--- config.mk ---
export PLATFORM = sky130hd
export DESIGN_NAME = chunk_message_reassembler_core
export DESIGN_NICKNAME = d
export VERILOG_FILES = /design/src/rtl/crm_pkg.sv /design/src/rtl/crm_dp.sv /design/src/rtl/crm_ctrl.sv /design/src/rtl/chunk_message_reassembler_core.sv
export VERILOG_INCLUDE_DIRS = /design/src /design/src/rtl
export SDC_FILE = /design/constraint.sdc
export NUM_CORES = 2
export LEC_CHECK = 0
export BUFFER_PORTS_ARGS = -buffer_cell sky130_fd_sc_hd__buf_2
export CAP_MARGIN = 20
export CORE_ASPECT_RATIO = 1.4
export CORE_MARGIN = 5
export CORE_UTILIZATION = 60
export DETAILED_ROUTE_END_ITERATION = 7
export PLACE_DENSITY = 0.76
export SLEW_MARGIN = 15
export SYNTH_ARGS = -nofsm -noshare
export SYNTH_HDL_FRONTEND = slang
export SYNTH_HIERARCHICAL = 1
export SYNTH_SLANG_ARGS = --single-unit
--- constraint.sdc ---
create_clock -name clk -period 7 [get_ports clk]
set_input_delay 1.4 -clock clk [delete_from_list [all_inputs] [get_ports clk]]
set_output_delay 1.4 -clock clk [all_outputs]
set_load 0.01 [all_outputs]
--- src/rtl/assert_macros.svh ---
// Assertion macros shared by the reassembler modules.
`ifndef ASSERT_MACROS_SVH
`define ASSERT_MACROS_SVH

`ifndef NO_ASSERTIONS

// Clocked property, ignored while reset is asserted.
`define CRM_ASSERT(name, clk, rstn, prop, msg) \
    name: assert property (@(posedge clk) disable iff (!rstn) prop) else $error(msg);

// Clocked property that is also checked during reset.
`define CRM_ASSERT_NR(name, clk, prop, msg) \
    name: assert property (@(posedge clk) prop) else $error(msg);

`else

`define CRM_ASSERT(name, clk, rstn, prop, msg)
`define CRM_ASSERT_NR(name, clk, prop, msg)

`endif

`endif

--- src/rtl/crm_pkg.sv ---
// Shared status codes and controller/datapath interface types.
`timescale 1ns / 1ps

package crm_pkg;

    localparam logic [2:0] ST_SINGLE    = 3'd0;
    localparam logic [2:0] ST_ASSEMBLED = 3'd1;
    localparam logic [2:0] ST_SHORT     = 3'd2;
    localparam logic [2:0] ST_DUP       = 3'd3;
    localparam logic [2:0] ST_MISSING   = 3'd4;
    localparam logic [2:0] ST_MISMATCH  = 3'd5;
    localparam logic [2:0] ST_OVERFLOW  = 3'd6;

    typedef struct packed {
        logic       in_ready;
        logic       decide;
        logic       commit;
        logic       clear_store;
        logic       copy_rd;
        logic       copy_wr;
        logic       start_single;
        logic       start_asm;
        logic       rd_len;
        logic       rd_byte;
        logic       src_store;
        logic       load_byte;
        logic       load_status;
        logic       advance;
        logic [2:0] status_code;
    } cmd_t;

    typedef struct packed {
        logic short_chunk;
        logic over;
        logic single_ok;
        logic id_oob;
        logic dup;
        logic id_zero;
        logic copy_done;
        logic complete;
        logic too_long;
        logic mismatch;
        logic chunk_done;
        logic msg_done;
        logic out_valid;
        logic out_taken;
        logic out_last;
    } sts_t;

endpackage

--- src/rtl/crm_dp.sv ---
// Datapath: staging buffer, chunk store, bookkeeping registers and output register.
`timescale 1ns / 1ps
`include "assert_macros.svh"

module crm_dp
    import crm_pkg::*;
#(
    parameter int MAX_CHUNK_BYTES = 20,
    parameter int MAX_CHUNKS      = 16,
    parameter int MAX_MESSAGE     = 64
)
(
    input  logic       clk,
    input  logic       rst_n,
    input  cmd_t       cmd,
    output sts_t       sts,
    input  logic       s_axis_tvalid,
    input  logic [7:0] s_axis_tdata,
    output logic       m_axis_tvalid,
    input  logic       m_axis_tready,
    output logic [7:0] m_axis_tdata,
    output logic [3:0] m_axis_tuser,
    output logic       m_axis_tlast
);

    localparam int SAW   = $clog2(MAX_CHUNK_BYTES);
    localparam int SBW   = $clog2(MAX_CHUNK_BYTES + 1);
    localparam int IDW   = (MAX_CHUNKS > 1) ? $clog2(MAX_CHUNKS) : 1;
    localparam int DEPTH = MAX_CHUNKS * MAX_CHUNK_BYTES;
    localparam int AW    = $clog2(DEPTH);
    localparam int TSW   = $clog2(DEPTH + 1);
    localparam int TW    = (TSW > 8) ? TSW : 8;
    localparam int KMAX  = (MAX_MESSAGE > MAX_CHUNK_BYTES) ? MAX_MESSAGE : MAX_CHUNK_BYTES;
    localparam int KW    = $clog2(KMAX + 1);

    logic [7:0]            stg_mem   [MAX_CHUNK_BYTES];
    logic [7:0]            store_mem [DEPTH];
    logic [SAW-1:0]        len_mem   [MAX_CHUNKS];

    logic [SBW-1:0]        cnt_reg;
    logic                  over_reg;
    logic [7:0]            id_reg;
    logic [7:0]            b1_reg;
    logic [SAW-1:0]        plen_reg;
    logic [MAX_CHUNKS-1:0] mask_reg;
    logic [IDW-1:0]        highest_reg;
    logic [TW-1:0]         total_reg;
    logic [7:0]            first0_reg;
    logic [SAW-1:0]        j_reg;
    logic [IDW-1:0]        i_reg;
    logic [KW-1:0]         k_reg;
    logic [KW-1:0]         target_reg;
    logic [AW-1:0]         base_reg;
    logic [7:0]            stg_rdata_reg;
    logic [7:0]            store_rdata_reg;
    logic [SAW-1:0]        len_rdata_reg;
    logic                  out_valid_reg;
    logic [7:0]            out_byte_reg;
    logic                  out_bv_reg;
    logic                  out_last_reg;
    logic [2:0]            out_status_reg;

    logic                  in_fire;
    logic                  out_taken;
    logic                  stg_has_room;
    logic [SBW-1:0]        cnt_minus1;
    logic [SAW-1:0]        plen_now;
    logic [IDW-1:0]        id_idx;
    logic [MAX_CHUNKS-1:0] id_bit;
    logic [MAX_CHUNKS-1:0] mask_base;
    logic [IDW-1:0]        highest_base;
    logic [TW-1:0]         total_base;
    logic [MAX_CHUNKS:0]   low_ext;
    logic [SAW-1:0]        stg_raddr;
    logic [AW-1:0]         store_addr;

    assign in_fire      = s_axis_tvalid & cmd.in_ready;
    assign out_taken    = out_valid_reg & m_axis_tready;
    assign stg_has_room = cnt_reg < SBW'(MAX_CHUNK_BYTES);
    assign cnt_minus1   = cnt_reg - 1'b1;
    assign plen_now     = cnt_minus1[SAW-1:0];
    assign id_idx       = id_reg[IDW-1:0];
    assign id_bit       = MAX_CHUNKS'(1) << id_idx;
    assign mask_base    = cmd.clear_store ? '0 : mask_reg;
    assign highest_base = cmd.clear_store ? '0 : highest_reg;
    assign total_base   = cmd.clear_store ? '0 : total_reg;
    assign low_ext      = ((MAX_CHUNKS + 1)'(1) << ({1'b0, highest_reg} + 1'b1)) - 1'b1;
    assign stg_raddr    = j_reg + 1'b1;
    assign store_addr   = base_reg + AW'(j_reg);

    // Staging buffer: written as bytes arrive, read for copy or single delivery
    always_ff @(posedge clk)
    begin
        if (in_fire && stg_has_room)
        begin
            stg_mem[cnt_reg[SAW-1:0]] <= s_axis_tdata;
        end
        if (cmd.copy_rd || (cmd.rd_byte && !cmd.src_store))
        begin
            stg_rdata_reg <= stg_mem[stg_raddr];
        end
    end

    // Chunk store, MAX_CHUNK_BYTES slots per id
    always_ff @(posedge clk)
    begin
        if (cmd.copy_wr)
        begin
            store_mem[store_addr] <= stg_rdata_reg;
        end
        if (cmd.rd_byte && cmd.src_store)
        begin
            store_rdata_reg <= store_mem[store_addr];
        end
    end

    // Payload length per id
    always_ff @(posedge clk)
    begin
        if (cmd.commit)
        begin
            len_mem[id_idx] <= plen_now;
        end
        if (cmd.rd_len)
        begin
            len_rdata_reg <= len_mem[i_reg];
        end
    end

    // Header capture of the chunk in progress
    always_ff @(posedge clk)
    begin
        if (in_fire && cnt_reg == SBW'(0))
        begin
            id_reg <= s_axis_tdata;
        end
        if (in_fire && cnt_reg == SBW'(1))
        begin
            b1_reg <= s_axis_tdata;
        end
        if (cmd.decide)
        begin
            plen_reg <= plen_now;
        end
        if (cmd.commit && id_idx == '0)
        begin
            first0_reg <= b1_reg;
        end
    end

    always_ff @(posedge clk or negedge rst_n)
    begin
        if (!rst_n)
        begin
            cnt_reg  <= '0;
            over_reg <= 1'b0;
        end
        else if (cmd.decide)
        begin
            cnt_reg  <= '0;
            over_reg <= 1'b0;
        end
        else if (in_fire)
        begin
            if (stg_has_room)
            begin
                cnt_reg <= cnt_reg + 1'b1;
            end
            else
            begin
                over_reg <= 1'b1;
            end
        end
    end

    // Store bookkeeping: presence mask, highest id, running payload total
    always_ff @(posedge clk or negedge rst_n)
    begin
        if (!rst_n)
        begin
            mask_reg    <= '0;
            highest_reg <= '0;
            total_reg   <= '0;
        end
        else if (cmd.commit)
        begin
            mask_reg    <= mask_base | id_bit;
            highest_reg <= (id_idx > highest_base) ? id_idx : highest_base;
            total_reg   <= total_base + TW'(plen_now);
        end
        else if (cmd.clear_store)
        begin
            mask_reg    <= '0;
            highest_reg <= '0;
            total_reg   <= '0;
        end
    end

    // Walk counters for copy and readout
    always_ff @(posedge clk or negedge rst_n)
    begin
        if (!rst_n)
        begin
            j_reg      <= '0;
            i_reg      <= '0;
            k_reg      <= '0;
            target_reg <= '0;
            base_reg   <= '0;
        end
        else if (cmd.commit)
        begin
            j_reg    <= '0;
            base_reg <= AW'(id_idx * MAX_CHUNK_BYTES);
        end
        else if (cmd.copy_wr)
        begin
            j_reg <= j_reg + 1'b1;
        end
        else if (cmd.start_single)
        begin
            j_reg      <= '0;
            k_reg      <= '0;
            target_reg <= KW'(cnt_minus1);
        end
        else if (cmd.start_asm)
        begin
            j_reg      <= '0;
            i_reg      <= '0;
            k_reg      <= '0;
            base_reg   <= '0;
            target_reg <= KW'(total_reg);
        end
        else if (cmd.advance)
        begin
            k_reg <= k_reg + 1'b1;
            if (cmd.src_store && sts.chunk_done)
            begin
                j_reg    <= '0;
                i_reg    <= i_reg + 1'b1;
                base_reg <= base_reg + AW'(MAX_CHUNK_BYTES);
            end
            else
            begin
                j_reg <= j_reg + 1'b1;
            end
        end
    end

    // Output register
    always_ff @(posedge clk or negedge rst_n)
    begin
        if (!rst_n)
        begin
            out_valid_reg <= 1'b0;
        end
        else if (cmd.load_byte || cmd.load_status)
        begin
            out_valid_reg <= 1'b1;
        end
        else if (out_taken)
        begin
            out_valid_reg <= 1'b0;
        end
    end

    always_ff @(posedge clk)
    begin
        if (cmd.load_byte)
        begin
            out_byte_reg   <= cmd.src_store ? store_rdata_reg : stg_rdata_reg;
            out_bv_reg     <= 1'b1;
            out_last_reg   <= sts.msg_done;
            out_status_reg <= cmd.status_code;
        end
        else if (cmd.load_status)
        begin
            out_byte_reg   <= 8'h00;
            out_bv_reg     <= 1'b0;
            out_last_reg   <= 1'b1;
            out_status_reg <= cmd.status_code;
        end
    end

    assign m_axis_tvalid = out_valid_reg;
    assign m_axis_tdata  = out_byte_reg;
    assign m_axis_tuser  = {out_status_reg, out_bv_reg};
    assign m_axis_tlast  = out_last_reg;

    always_comb
    begin
        sts.short_chunk = cnt_reg < SBW'(2);
        sts.over        = over_reg;
        sts.single_ok   = (id_reg == 8'h00) && (b1_reg == 8'(cnt_minus1));
        sts.id_oob      = id_reg >= 8'(MAX_CHUNKS);
        sts.dup         = mask_reg[id_idx];
        sts.id_zero     = id_reg == 8'h00;
        sts.copy_done   = (j_reg + 1'b1) == plen_reg;
        sts.complete    = mask_reg == low_ext[MAX_CHUNKS-1:0];
        sts.too_long    = total_reg > TW'(MAX_MESSAGE);
        sts.mismatch    = total_reg != TW'(first0_reg);
        sts.chunk_done  = (j_reg + 1'b1) == len_rdata_reg;
        sts.msg_done    = (k_reg + 1'b1) == target_reg;
        sts.out_valid   = out_valid_reg;
        sts.out_taken   = out_taken;
        sts.out_last    = out_last_reg;
    end

    `CRM_ASSERT(a_mask_above_highest, clk, rst_n, ((mask_reg >> highest_reg) >> 1) == '0, "stored id above highest id")
    `CRM_ASSERT(a_total_empty, clk, rst_n, (mask_reg == '0) |-> (total_reg == '0), "payload total without stored chunks")
    `CRM_ASSERT(a_copy_in_range, clk, rst_n, cmd.copy_wr |-> (j_reg < plen_reg), "copy past chunk payload")

endmodule

--- src/rtl/crm_ctrl.sv ---
// Controller: sequences receive, decision, copy, check and readout of chunks.
`timescale 1ns / 1ps
`include "assert_macros.svh"

module crm_ctrl
    import crm_pkg::*;
(
    input  logic clk,
    input  logic rst_n,
    input  logic s_axis_tvalid,
    input  logic s_axis_tlast,
    input  sts_t sts,
    output cmd_t cmd
);

    typedef enum logic [8:0] {
        S_RECV    = 9'b000000001,
        S_DECIDE  = 9'b000000010,
        S_COPY_RD = 9'b000000100,
        S_COPY_WR = 9'b000001000,
        S_EVAL    = 9'b000010000,
        S_RD_LEN  = 9'b000100000,
        S_RD_BYTE = 9'b001000000,
        S_LOAD    = 9'b010000000,
        S_OUT     = 9'b100000000
    } state_t;

    state_t state_reg;
    state_t state_next;
    logic   asm_reg;

    always_ff @(posedge clk or negedge rst_n)
    begin
        if (!rst_n)
        begin
            state_reg <= S_RECV;
            asm_reg   <= 1'b0;
        end
        else
        begin
            state_reg <= state_next;
            if (cmd.decide)
            begin
                asm_reg <= 1'b0;
            end
            else if (cmd.start_asm)
            begin
                asm_reg <= 1'b1;
            end
        end
    end

    always_comb
    begin
        cmd        = '0;
        state_next = state_reg;
        unique case (state_reg)
            S_RECV:
            begin
                cmd.in_ready = 1'b1;
                if (s_axis_tvalid && s_axis_tlast)
                begin
                    state_next = S_DECIDE;
                end
            end
            S_DECIDE:
            begin
                cmd.decide = 1'b1;
                priority if (sts.short_chunk)
                begin
                    cmd.load_status = 1'b1;
                    cmd.status_code = ST_SHORT;
                    state_next      = S_OUT;
                end
                else if (sts.over)
                begin
                    cmd.load_status = 1'b1;
                    cmd.status_code = ST_OVERFLOW;
                    state_next      = S_OUT;
                end
                else if (sts.single_ok)
                begin
                    cmd.start_single = 1'b1;
                    state_next       = S_RD_BYTE;
                end
                else if (sts.id_oob)
                begin
                    cmd.load_status = 1'b1;
                    cmd.status_code = ST_OVERFLOW;
                    state_next      = S_OUT;
                end
                else if (sts.dup && !sts.id_zero)
                begin
                    cmd.load_status = 1'b1;
                    cmd.status_code = ST_DUP;
                    state_next      = S_OUT;
                end
                else
                begin
                    // a repeated id 0 restarts the store
                    cmd.commit      = 1'b1;
                    cmd.clear_store = sts.dup;
                    state_next      = S_COPY_RD;
                end
            end
            S_COPY_RD:
            begin
                cmd.copy_rd = 1'b1;
                state_next  = S_COPY_WR;
            end
            S_COPY_WR:
            begin
                cmd.copy_wr = 1'b1;
                state_next  = sts.copy_done ? S_EVAL : S_COPY_RD;
            end
            S_EVAL:
            begin
                priority if (!sts.complete)
                begin
                    cmd.load_status = 1'b1;
                    cmd.status_code = ST_MISSING;
                    state_next      = S_OUT;
                end
                else if (sts.too_long)
                begin
                    cmd.clear_store = 1'b1;
                    cmd.load_status = 1'b1;
                    cmd.status_code = ST_OVERFLOW;
                    state_next      = S_OUT;
                end
                else if (sts.mismatch)
                begin
                    cmd.load_status = 1'b1;
                    cmd.status_code = ST_MISMATCH;
                    state_next      = S_OUT;
                end
                else
                begin
                    cmd.start_asm = 1'b1;
                    state_next    = S_RD_LEN;
                end
            end
            S_RD_LEN:
            begin
                cmd.rd_len = 1'b1;
                state_next = S_RD_BYTE;
            end
            S_RD_BYTE:
            begin
                cmd.rd_byte   = 1'b1;
                cmd.src_store = asm_reg;
                state_next    = S_LOAD;
            end
            S_LOAD:
            begin
                cmd.load_byte   = 1'b1;
                cmd.src_store   = asm_reg;
                cmd.status_code = asm_reg ? ST_ASSEMBLED : ST_SINGLE;
                state_next      = S_OUT;
            end
            S_OUT:
            begin
                cmd.src_store = asm_reg;
                if (sts.out_taken)
                begin
                    if (sts.out_last)
                    begin
                        // drop the store once an assembled message has gone out
                        cmd.clear_store = asm_reg;
                        state_next      = S_RECV;
                    end
                    else
                    begin
                        cmd.advance = 1'b1;
                        state_next  = (asm_reg && sts.chunk_done) ? S_RD_LEN : S_RD_BYTE;
                    end
                end
            end
            default:
            begin
                state_next = S_RECV;
            end
        endcase
    end

    `CRM_ASSERT_NR(a_reset_idle, clk, !rst_n |=> (state_reg == S_RECV), "controller not idle in reset")
    `CRM_ASSERT(a_load_when_empty, clk, rst_n, (cmd.load_byte || cmd.load_status) |-> !sts.out_valid, "result loaded over a pending transfer")
    `CRM_ASSERT(a_no_accept_busy, clk, rst_n, sts.out_valid |-> !cmd.in_ready, "input taken while a result is pending")
    `CRM_ASSERT(a_return_idle, clk, rst_n, (state_reg == S_OUT && sts.out_taken && sts.out_last) |=> (state_reg == S_RECV), "no return to receive after final transfer")

endmodule

--- src/rtl/chunk_message_reassembler_core.sv ---
// Chunk message reassembler: top level joining controller and datapath.
// Input bytes: one transfer per cycle while idle; the closing byte starts a sequence.
// Status-only result: set at the decision on the closing byte, or once the chunk is stored.
// Message bytes: each is read, loaded into the output register and transferred before the next
// is read; an assembled message also reads each chunk's length before its first byte.
// Reset (rst_n low, asynchronous) empties the store and the chunk in progress.
`timescale 1ns / 1ps

module chunk_message_reassembler_core
    import crm_pkg::*;
#(
    parameter int MAX_CHUNK_BYTES = 20,
    parameter int MAX_CHUNKS      = 16,
    parameter int MAX_MESSAGE     = 64
)
(
    input  logic       clk,
    input  logic       rst_n,
    input  logic       s_axis_tvalid,
    output logic       s_axis_tready,
    input  logic [7:0] s_axis_tdata,   // [7:0] chunk_byte
    input  logic       s_axis_tlast,   // chunk_end
    output logic       m_axis_tvalid,
    input  logic       m_axis_tready,
    output logic [7:0] m_axis_tdata,   // [7:0] message_byte
    output logic [3:0] m_axis_tuser,   // [0] byte_valid, [3:1] status
    output logic       m_axis_tlast    // message_last
);

    cmd_t cmd;
    sts_t sts;

    crm_ctrl u_ctrl (
        .clk           (clk),
        .rst_n         (rst_n),
        .s_axis_tvalid (s_axis_tvalid),
        .s_axis_tlast  (s_axis_tlast),
        .sts           (sts),
        .cmd           (cmd)
    );

    crm_dp #(
        .MAX_CHUNK_BYTES (MAX_CHUNK_BYTES),
        .MAX_CHUNKS      (MAX_CHUNKS),
        .MAX_MESSAGE     (MAX_MESSAGE)
    ) u_dp (
        .clk           (clk),
        .rst_n         (rst_n),
        .cmd           (cmd),
        .sts           (sts),
        .s_axis_tvalid (s_axis_tvalid),
        .s_axis_tdata  (s_axis_tdata),
        .m_axis_tvalid (m_axis_tvalid),
        .m_axis_tready (m_axis_tready),
        .m_axis_tdata  (m_axis_tdata),
        .m_axis_tuser  (m_axis_tuser),
        .m_axis_tlast  (m_axis_tlast)
    );

    assign s_axis_tready = cmd.in_ready;

endmodule
==> impl_summary.log <==
INFO  metric postLayoutSetupSlackWorst = 1.04 ns
INFO  metric grt_pass1_vias = a little under 60000
INFO  metric die_height = about 530 um
INFO  metric setup_violations = 0
INFO  metric grt_max_degree = 221
INFO  metric grt-ovfl-total = 0
INFO  metric clkSinkCount = a little under 3000
INFO  metric max_clock_freq = around 0.17 GHz
INFO  metric total_power = just over 0.04 W
INFO  metric layout_area_growth_over_synthesis = 9.67%
INFO  metric die-area = 202000 sq um
INFO  metric cts.repair.resized = 0
INFO  metric drt-initial-drc-count = just over 8000
INFO  metric path_class = reg -> reg
INFO  metric grt_antenna_before_repair = 5
INFO  metric routedWlPerCell = 34.7 um
INFO  metric endpoint_kind = flop
INFO  metric worstMarginPinSlew = around 1.3 ns
INFO  metric seq_power_share = between 40 and 50%
INFO  metric netSwitchingPower = ~0.011 W
INFO  metric worstPathMaxFanout = 20
INFO  metric power_frac_comb = between 10% and 20%
INFO  metric first_pass_grt_wire_length = slightly above 400 mm
INFO  metric worst-endpoint-required = about 7.7 ns
INFO  metric slew-limit-headroom = 14.8%
INFO  metric port_buffers = 27
INFO  metric worst_ep_arrival = between 6 and 7 ns
INFO  metric fin_tns_setup = 0 ns
INFO  metric dp_slack = between 1 and 1.5 ns
INFO  metric outcome = completed
INFO  metric power_switching_share = approximately a quarter
INFO  metric core-area = around 190000 sq um
INFO  metric top_level_ports = 28
INFO  metric maximum_vdd_drop = approximately 0.00025 V
INFO  metric hold_violations = 0
INFO  metric timing.final.max_slew_violations = 0
INFO  metric worst_setup_path_start_kind = flop
INFO  metric floorplan.rows = approximately 190
INFO  metric cts-buffers-inserted = around 270
INFO  metric clk_pin_slew_worst_paths = ~0.06 ns
INFO  metric place.gp.congestion = 0.931
INFO  metric internal_power = roughly 0.031 W
INFO  metric via_per_inst = about 7.0
INFO  metric dp.cells = 7743
INFO  metric start_util = between 60% and 70%
INFO  metric final_min_period_over_clock_period = between 80% and 90%
INFO  metric synth_warnings = 6
INFO  metric postSynthNetCount = ~5400
INFO  metric design.final.nets = between 5000 and 6000
INFO  metric grt_util_all_layers = roughly 28%
INFO  metric ant_nets = 0
INFO  metric cts-root-to-sink-buffers = 4
INFO  metric netlist_area = around 120000 sq um
INFO  metric fill_cells = around 12000
INFO  metric drt_pre_antenna_iters = 8
INFO  metric drt_drc_violations_left = 0
INFO  metric die_x = between 300 and 400 um
INFO  metric finClkSkew = ~0.047 ns
INFO  metric rsz0062_at_grt = false
INFO  metric cellLeakagePower = between 30 and 40 nW
INFO  metric hold_class = in -> async
INFO  metric postPlaceCellArea = ~120000 sq um
INFO  metric largest_register_ff_count = 2560
INFO  metric top_register = u_dp/store_mem
INFO  metric via_count = approximately 58000
INFO  metric post_synth.cell_area_avg = ~22 sq um
INFO  metric layout_min_cycle_time = 5.96 ns
INFO  metric drt-total-wl = ~280 mm
INFO  metric post_layout_nonfiller_instances = just over 8000
INFO  metric cts.htree.levels = 5
INFO  metric clkLatencyLatePin = between 0.8 and 0.9 ns
INFO  metric cts.repair_timing.setup_buffer_count = 0
INFO  metric post_cts_hold_buffer_count = 0
INFO  metric cell_area_after_layout = between 100000 and 150000 sq um
INFO  metric post_route_cells_drive_above_1_share = approximately a quarter
INFO  metric dp_hpwl = 165 mm
INFO  metric clock_tree_from_tritoncts = done
INFO  metric powerDensity = 325 nW/um^2
INFO  metric post_synth_inst_count = ~5400
INFO  metric drv_cap = 0
INFO  metric cts_root_buffer = sky130_fd_sc_hd__clkbuf_16
INFO  metric pwr-share-clk = roughly a third
[metal layers]
| layer | track usage, % | up-vias | routed length (um) |
|---|---|---|---|
| met1 | 36.8 | 30216 | 97500 |
| met2 | 47.5 | 3942 | 145000 |
| met4 | 12.8 | 4 | 15500 |
| li1 | - | 22597 | - |
| met5 | 0 | - | 21 |
| met3 | 5.12 | 768 | 26900 |
[metrics by stage]
step / utilization [%] / hold slack [ns]
after floorplan: - / 0.427
after global placement: 61.7 / 0.450
after detailed placement: 61.7 / 0.462
after CTS: 65.9 / 0.481
after global routing: 66.0 / 0.450
final: 66.0 / 0.462
[power groups by stage]
| stage | Clock [W] | Combinational (W) | Sequential (W) |
|---|---|---|---|
| 5_1_grt | 0.0149 | 0.00808 | 0.0196 |
| 4_1_cts | 0.0141 | 0.00778 | 0.0196 |
| 3_5_place_dp | 0 | 0.00769 | 0.0199 |
| 2_1_floorplan | 0 | 0.00539 | 0.0198 |
| 6_report | 0.0140 | 0.00780 | 0.0196 |
| 3_3_place_gp | 0 | 0.00762 | 0.0199 |
[final timing paths]
check / from / end / slack (ns) / cells after the start
min: rst_n / u_dp/mask_reg[7] / 0.46 / 1
min in group clk: u_dp/b1_reg[5] / u_dp/first0_reg[5] / 0.48 / 0
min reg2reg: u_dp/b1_reg[5] / u_dp/first0_reg[5] / 0.48 / 0
max: u_dp/highest_reg[3] / u_dp/highest_reg[0] / 1.04 / 19
max reg2reg: u_dp/highest_reg[3] / u_dp/highest_reg[0] / 1.04 / 19
max in group asynchronous: rst_n / u_ctrl/state_reg[0] / 5.88 / 2
[cell usage in the layout, fill, tap and decap left out, types with 8 or more instances in the layout]
cell type / n
sky130_fd_sc_hd__o21ai_0: 62
sky130_fd_sc_hd__nand4_1: 23
sky130_fd_sc_hd__bufinv_16: 14
sky130_fd_sc_hd__a22o_1: 10
sky130_fd_sc_hd__mux2_2: 26
sky130_fd_sc_hd__mux4_2: 841
sky130_fd_sc_hd__o22ai_1: 9
sky130_fd_sc_hd__a21oi_1: 38
sky130_fd_sc_hd__nor2_1: 413
sky130_fd_sc_hd__mux2i_1: 51
sky130_fd_sc_hd__xor2_1: 21
sky130_fd_sc_hd__o21ai_1: 8
sky130_fd_sc_hd__clkbuf_16: 274
sky130_fd_sc_hd__and3_1: 11
sky130_fd_sc_hd__a21o_1: 20
sky130_fd_sc_hd__inv_6: 8
sky130_fd_sc_hd__clkinv_2: 40
sky130_fd_sc_hd__a22oi_1: 41
sky130_fd_sc_hd__ha_1: 28
sky130_fd_sc_hd__buf_12: 28
sky130_fd_sc_hd__nor3_1: 20
sky130_fd_sc_hd__buf_4: 97
sky130_fd_sc_hd__clkbuf_1: 60
sky130_fd_sc_hd__edfxtp_1: 2862
sky130_fd_sc_hd__clkinv_1: 47
sky130_fd_sc_hd__nand2b_1: 8
sky130_fd_sc_hd__and2_1: 8
sky130_fd_sc_hd__dfrtp_1: 73
sky130_fd_sc_hd__buf_2: 26
sky130_fd_sc_hd__nand2_2: 13
sky130_fd_sc_hd__inv_1: 45
sky130_fd_sc_hd__nand3_1: 53
sky130_fd_sc_hd__nor4_1: 9
sky130_fd_sc_hd__nor2b_1: 28
sky130_fd_sc_hd__nand2_1: 156
sky130_fd_sc_hd__xnor2_1: 44
[critical path, stage by stage, from the launching register on]
cell	delay (ns)
sky130_fd_sc_hd__dfrtp_1	0.59
sky130_fd_sc_hd__nor2_1	0.30
sky130_fd_sc_hd__nand2_1	0.15
sky130_fd_sc_hd__ha_1	0.32
sky130_fd_sc_hd__xor2_1	0.19
sky130_fd_sc_hd__a311oi_1	0.26
sky130_fd_sc_hd__a31oi_1	0.07
sky130_fd_sc_hd__or4_1	0.49
sky130_fd_sc_hd__nor4_1	0.82
sky130_fd_sc_hd__nand3_1	0.20
sky130_fd_sc_hd__nand3_1	0.57
sky130_fd_sc_hd__inv_1	0.44
sky130_fd_sc_hd__nand2_1	0.21
sky130_fd_sc_hd__ha_1	0.17
sky130_fd_sc_hd__nor2b_1	0.13
sky130_fd_sc_hd__o21ai_0	0.08
sky130_fd_sc_hd__nand2b_1	0.07
sky130_fd_sc_hd__a21oi_1	0.06
sky130_fd_sc_hd__nor2_1	0.34
sky130_fd_sc_hd__mux2_2	0.38
[layout make-up]
cell class                      count  area [sq um]  area share, %
Tap cell                         2509          3140           2.47
Clock buffer                      337          7120           5.60
Inverter                           47           176          0.139
Multi-Input combinational cell   2096         26500           20.8
Clock inverter                    117           982          0.772
Timing Repair Buffer              154          1490           1.17
Antenna cell                        6          15.0         0.0118
Sequential cell                  2939         87900           69.0
No activity file was read; power rests on OpenSTA's default activity.
